$ cat src/rtl/mmjs_pkg.sv
// Shared types and constants for the min/max jump search block.
// Depends on nothing; used by the controller, datapath and top level.
package mmjs_pkg;

    localparam int unsigned LEN_W   = 31;
    localparam int unsigned JUMPS_W = 11;
    localparam int unsigned CFG_IDX_W = 1;

    localparam logic [CFG_IDX_W-1:0] CFG_RIVER_LENGTH = 1'd0;
    localparam logic [CFG_IDX_W-1:0] CFG_MAX_JUMPS    = 1'd1;

    typedef struct packed {
        logic load;
        logic ins_rd;
        logic ins_shift;
        logic ins_place;
        logic gap_init;
        logic sweep_rd;
        logic gap_step;
        logic srch_init;
        logic walk_init;
        logic walk_step;
        logic decide;
        logic finish;
    } t_cmd;

    typedef struct packed {
        logic full;
        logic last;
        logic j_zero;
        logic gt;
        logic k_last;
        logic lo_le_hi;
    } t_status;

endpackage

$ cat src/rtl/mmjs_ctrl.sv
// Controller state machine: insertion, gap sweep, binary search and walk.
// Depends on mmjs_pkg.
module mmjs_ctrl (
    input  logic             i_clk,
    input  logic             i_rst_n,
    input  logic             start,
    input  mmjs_pkg::t_status i_status,
    output mmjs_pkg::t_cmd   o_cmd,
    output logic             busy,
    output logic             o_valid
);
    import mmjs_pkg::*;

    typedef enum logic [11:0] {
        S_IDLE     = 12'b0000_0000_0001,
        S_INS_RD   = 12'b0000_0000_0010,
        S_INS_CMP  = 12'b0000_0000_0100,
        S_GAP_INIT = 12'b0000_0000_1000,
        S_GAP_RD   = 12'b0000_0001_0000,
        S_GAP_CMP  = 12'b0000_0010_0000,
        S_SRCH     = 12'b0000_0100_0000,
        S_MID      = 12'b0000_1000_0000,
        S_WALK_RD  = 12'b0001_0000_0000,
        S_WALK_CMP = 12'b0010_0000_0000,
        S_DECIDE   = 12'b0100_0000_0000,
        S_DONE     = 12'b1000_0000_0000
    } t_state;

    t_state r_state, n_state;

    always_ff @(posedge i_clk) begin
        if (!i_rst_n) begin
            r_state <= S_IDLE;
        end else begin
            r_state <= n_state;
        end
    end

    always_comb begin
        t_state after_ins;
        after_ins = i_status.last ? S_GAP_INIT : S_IDLE;
        n_state   = r_state;
        o_cmd     = '0;
        unique case (r_state)
            S_IDLE: begin
                if (start) begin
                    o_cmd.load = 1'b1;
                    n_state    = S_INS_RD;
                end
            end
            S_INS_RD: begin
                if (i_status.full) begin
                    n_state = after_ins;
                end else if (i_status.j_zero) begin
                    o_cmd.ins_place = 1'b1;
                    n_state         = after_ins;
                end else begin
                    o_cmd.ins_rd = 1'b1;
                    n_state      = S_INS_CMP;
                end
            end
            S_INS_CMP: begin
                if (i_status.gt) begin
                    o_cmd.ins_shift = 1'b1;
                    n_state         = S_INS_RD;
                end else begin
                    o_cmd.ins_place = 1'b1;
                    n_state         = after_ins;
                end
            end
            S_GAP_INIT: begin
                o_cmd.gap_init = 1'b1;
                n_state        = S_GAP_RD;
            end
            S_GAP_RD: begin
                o_cmd.sweep_rd = 1'b1;
                n_state        = S_GAP_CMP;
            end
            S_GAP_CMP: begin
                o_cmd.gap_step = 1'b1;
                n_state        = i_status.k_last ? S_SRCH : S_GAP_RD;
            end
            S_SRCH: begin
                o_cmd.srch_init = 1'b1;
                n_state         = S_MID;
            end
            S_MID: begin
                if (i_status.lo_le_hi) begin
                    o_cmd.walk_init = 1'b1;
                    n_state         = S_WALK_RD;
                end else begin
                    n_state = S_DONE;
                end
            end
            S_WALK_RD: begin
                o_cmd.sweep_rd = 1'b1;
                n_state        = S_WALK_CMP;
            end
            S_WALK_CMP: begin
                o_cmd.walk_step = 1'b1;
                n_state         = i_status.k_last ? S_DECIDE : S_WALK_RD;
            end
            S_DECIDE: begin
                o_cmd.decide = 1'b1;
                n_state      = S_MID;
            end
            S_DONE: begin
                o_cmd.finish = 1'b1;
                n_state      = S_IDLE;
            end
            default: n_state = S_IDLE;
        endcase
    end

    assign busy    = (r_state != S_IDLE);
    assign o_valid = (r_state == S_DONE);
endmodule

$ cat config.mk
export PLATFORM = sky130hd
export DESIGN_NAME = mmjs_ctrl
export DESIGN_NICKNAME = d
export VERILOG_FILES = /design/src/rtl/mmjs_pkg.sv /design/src/rtl/mmjs_ctrl.sv
export SDC_FILE = /design/constraint.sdc
export NUM_CORES = 1
export LEC_CHECK = 0
export BUFFER_PORTS_ARGS = -buffer_cell sky130_fd_sc_hd__buf_4
export CORE_AREA = 5 5 50 52
export DETAILED_ROUTE_END_ITERATION = 8
export DIE_AREA = 0 0 55 57
export MAX_ROUTING_LAYER = met4
export PLACE_DENSITY_LB_ADDON = 0.05
export RECOVER_POWER = 50
export SYNTH_ARGS = -nofsm -noshare
export SYNTH_HDL_FRONTEND = slang
export SYNTH_SLANG_ARGS = --single-unit
$ cat constraint.sdc
create_clock -name i_clk -period 2 [get_ports i_clk]
set_input_delay 0.3 -clock i_clk [delete_from_list [all_inputs] [get_ports i_clk]]
set_output_delay 0.3 -clock i_clk [all_outputs]
set_load 0.1 [all_outputs]
* Word level (Yosys, flattened, before mapping)
Index checks and enable logic that the tools add are counted.
Word-level totals: flip-flop bits (word level) 12, output and inout port bits 14, logic and storage cells 46, bits of input ports 9
Cells by class: reductions and logical operators 2, muxes and demuxes 29, equality and inequality tests 14
Operators by type and width (count):
- 12-bit one-hot mux with 10 select lines | 1
- 12-bit 2-to-1 mux | 3
- 1-bit 2-to-1 mux | 19
- 12-bit by 1-bit equality test with 1-bit output, second input constant | 1
- 12-bit by 10-bit equality test with 1-bit output, second input constant | 1
- 12-bit by 11-bit equality test with 1-bit output, second input constant | 1
- 12-bit equality test, second input constant | 1
- 12-bit by 2-bit equality test with 1-bit output, second input constant | 1
- 12-bit by 3-bit equality test with 1-bit output, second input constant | 1
- 12-bit by 4-bit equality test with 1-bit output, second input constant | 1
- 12-bit by 5-bit equality test with 1-bit output, second input constant | 1
- 12-bit by 6-bit equality test with 1-bit output, second input constant | 1
- 12-bit by 7-bit equality test with 1-bit output, second input constant | 1
- 12-bit by 8-bit equality test with 1-bit output, second input constant | 1
- 12-bit by 9-bit equality test with 1-bit output, second input constant | 1
- 4-bit 2-to-1 mux | 3
- 12-bit by 1-bit != test with 1-bit output, second input constant | 1
- 11-bit 2-to-1 mux | 1
- 7-bit 2-to-1 mux | 1
- 2-bit OR reduction | 2
- 2-bit != test, second input constant | 1
- 1-bit one-hot mux with 2 select lines | 1

* Longest topological paths before layout
depth after elaboration 4, depth in mapped cells 6, gate-level depth less buffers 5

* Least setup slack after synthesis
No wires, ideal clock.
path kind register to output, start point register r_state[11], end point output o_cmd[11] (netlist bit), path slack -1.832 ns, arrival 3.532 ns, cell stages (with the launch flop) 4, required time 1.700 ns, buffers on the path 0, cells stage by stage dfxtp_1 -> nor4_4 -> nand4_1 -> nor2_1
RTL lines:
- start: declaration | line mmjs_ctrl.sv:29 | t_state r_state, n_state;
- start signal: assignment | line mmjs_ctrl.sv:35 | r_state <= n_state;
- end: declaration | line mmjs_ctrl.sv:8 | output mmjs_pkg::t_cmd o_cmd,

==> flow_summary.json <==
{
  "reg2reg_depth": 9,
  "fmax_mhz": 433.4,
  "path_class": "reg2out",
  "reg2reg_to": "r_state[8]",
  "port_buffers": 22,
  "cts.sinks": 12,
  "startpoint": "r_state[10]",
  "grt_max_degree": 8,
  "m1WireLength_microns": 1042,
  "leakage_nw": 0.6557,
  "period_share_pct": 115.4,
  "reg_top3": "r_state: 12 flops",
  "seqPwrFrac_pct": 31.9,
  "num_antenna_cells": 0,
  "hold_viol": 0,
  "gp_congestion": 0.7618,
  "p_per_area_nw_per_um2": 517.8,
  "clockRootBuffer": "clkbuf_4",
  "core_sq_um": 2063,
  "cpMaxStageDelayCell": "or4_4",
  "route.met2.wl_microns": 1392,
  "cell_internal_pwr_w": 0.0005099,
  "htree_levels": 1,
  "drcViolationCount": 0,
  "dieArea_sq_um": 3135,
  "die_y_microns": 57,
  "regMostFlops": "r_state",
  "drtAntennaViolNets": 0,
  "setup_ws_ns": -0.3075,
  "grt_pass1_vias": 837,
  "clkPwrFrac_pct": 25.1,
  "hold_buffers": 0,
  "top_layer_used": "met4",
  "post-route-util_pct": 76.23,
  "setup_viol": 12,
  "viasPerCell": 4.927,
  "combPwrFrac_pct": 43.1,
  "num_rows": 17,
  "wl_per_cell_microns": 14.12,
  "tightest_slew_ns": 0.4195,
  "fp.dieW_microns": 55,
  "r2r_start": "r_state[3]",
  "vias": 882,
  "synth.distinct_cells": 33,
  "cap_violations": 0,
  "ys_ff_latch": 12,
  "relSlewSlack_pct": 71.84,
  "io_pins": 23,
  "hold_class": "in2reg",
  "cp_max_fo": 5,
  "syn_to_final_growth_pct": 104.7,
  "cp.required_ns": 1.70,
  "worstSkewPairLatency_ns": 0.29,
  "irDropWorstVdd_uv": 394.9,
  "largest_reg_flops": 12,
  "slowest_delay_ns": 0.48,
  "fillers": 162,
  "critPathArrivalTime_ns": 2.01,
  "drv_slew": 0,
  "initial_core_util_pct": 37.23,
  "p_sw_share_pct": 37.38,
  "post-route-min-period_ns": 2.308,
  "crit_end": "o_cmd[8]",
  "violations": "setup timing",
  "p_switching_w": 0.0003044,
  "numCtsBuffers": 3,
  "drtIter0Drc": 18,
  "async_flop_share_pct": 0,
  "synth_edf_count": 0,
  "nNetsFinal": 161,
  "yosysSeqAreaShare_pct": 31.27,
  "ctsLongestPathBuffers": 2,
  "antenna_found_initial": 0,
  "critPathCaptureType": "output pin",
  "wl_microns": 2528,
  "avgSynthCellArea_sq_um": 8.442,
  "outcome": "finished, violations left",
  "synth.cell_area_sq_um": 768.2,
  "critPathLaunchType": "register",
  "rsz0062_at_grt": "yes",
  "clk_pin_slew_ns": 0.08,
  "overflow": 0,
  "clock_skew_ns": 0.005888,
  "setup_tns_ns": -1.823,
  "cts_tree": "done",
  "dpl.hpwl_microns": 1649,
  "synthFlopType": "dfxtp_1",
  "yosys_warnings": 0,
  "grt_pass1_wl_microns": 3677,
  "r2r_slack_ns": 0.05,
  "grt_usage_pct": 16.84,
  "cp_cell_sequence": "nor4_4, buf_4, nand2_2, or4_4, o22ai_4, buf_12",
  "drive_above_1_share_pct": 62.91,
  "first_pass_iters": 4,
  "met3_wirelength_microns": 62,
  "synth_cells": 91,
  "synth_nets": 100
}
## area by class of cell
cell class	instances	area (sq um)	area share (%)
inverter	10	48.80	3.103
multi-input combinational	66	568.0	36.12
clock buffer	4	36.28	2.307
sequential	12	247.7	15.75
timing repair buffer	59	636.9	40.49
tap	28	35.03	2.228
## cell usage after synthesis (all sizes together), types with 3 or more instances
library cell	count	share of area [%]
nor4	3	8.3
nor3b	6	7.2
nand2	5	2.8
and4b	3	3.9
dfxtp	12	31
inv	10	4.9
nor2	15	7.3
a21oi	3	2.0
nand4	3	2.4
nor3	3	2.6
## worst min-delay path by stage
| stage | from | to | slack [ns] | depth (start not counted) |
|---|---|---|---|---|
| floorplan | i_status[3] | r_state[2] | 0.37 | 1 |
| global placement | i_status[0] | r_state[11] | 0.47 | 2 |
| CTS | i_status[0] | r_state[11] | 0.18 | 2 |
| detailed placement | i_status[0] | r_state[11] | 0.47 | 2 |
| global route | i_status[0] | r_state[11] | 0.16 | 2 |
| finish | i_status[0] | r_state[11] | 0.17 | 2 |
## power by group through the flow
stage	clock (W)	sequential (W)	combinational (W)
2_1_floorplan	0	0.000256	0.000212
3_3_place_gp	0	0.000266	0.000271
3_5_place_dp	0	0.000266	0.000273
4_1_cts	0.000198	0.000260	0.000303
5_1_grt	0.000221	0.000261	0.000366
6_report	0.000204	0.000259	0.000351
## repair_timing
action | CTS | global route
pin swaps | 8 | 11
buffers inserted | 8 | 10
setup endpoints to repair | 13 | 16
gates resized for setup | 38 | 20
## worst max-delay path: cells and delay by family, from the launching register on
| kind | cells | cell delay (ns) |
|---|---|---|
| buf+inv | 2 | 0.37 |
| flops | 1 | 0.34 |
| simple gates | 3 | 0.80 |
| compound gates | 1 | 0.19 |
## routing by layer
layer / vias up / track usage [%]
met5: - / -
met4: 0 / 5.208
met3: 4 / 3.133
met2: 16 / 28.21
met1: 417 / 19.84
li1: 445 / -
## kinds of logic (layout without fill, tap and decap cells)
group                  Yosys count  in the layout  share of synthesized area [%]
XOR/XNOR                         2              2                          2.281
flip-flops                      12             12                          31.27
AND/OR/NAND/NOR                 50             50                          46.25
AO/OA/AOI/OAI                   14             14                          13.19
buffers and inverters           13             73                          7.003
## stage by stage
step / hold WS (ns) / area [sq um] / std cells / setup slack (ns) / power, W
2_1_floorplan: 0.3697 / 864.6 / 91 / -1.081 / 0.0004684
3_3_place_gp: 0.4710 / 1169 / 157 / -0.02691 / 0.0005367
3_5_place_dp: 0.4706 / 1169 / 157 / -0.04075 / 0.0005383
4_1_cts: 0.1776 / 1419 / 169 / -0.2761 / 0.0007617
5_1_grt: 0.1551 / 1573 / 179 / -0.3837 / 0.0008481
6_report: 0.1707 / 1573 / 179 / -0.3075 / 0.0008143
## layout by cell type (no fill, tap or decap), types with 2 or more instances in the layout
| master | synthesis | final |
|---|---|---|
| a21oi_1 | 3 | 3 |
| nand4_1 | 3 | 3 |
| nor2b_1 | 2 | 2 |
| or4_4 | 2 | 2 |
| o21a_1 | 2 | 2 |
| nor3b_4 | 0 | 4 |
| nand2_2 | 1 | 2 |
| dfxtp_1 | 12 | 8 |
| buf_4 | 1 | 40 |
| nor3_1 | 2 | 2 |
| a31oi_1 | 2 | 2 |
| clkbuf_4 | 0 | 3 |
| nor3b_1 | 4 | 2 |
| nor4_4 | 3 | 3 |
| inv_1 | 10 | 7 |
| nor2_4 | 0 | 3 |
| buf_6 | 0 | 5 |
| nand2_1 | 4 | 3 |
| and2_4 | 0 | 2 |
| nor2_1 | 15 | 12 |
| buf_12 | 0 | 14 |
| clkinvlp_4 | 0 | 3 |
| nand3_2 | 0 | 2 |
| o21ai_2 | 2 | 2 |
| dfxtp_2 | 0 | 3 |
| nand4b_1 | 2 | 2 |
(Power assumes the default switching activity.)
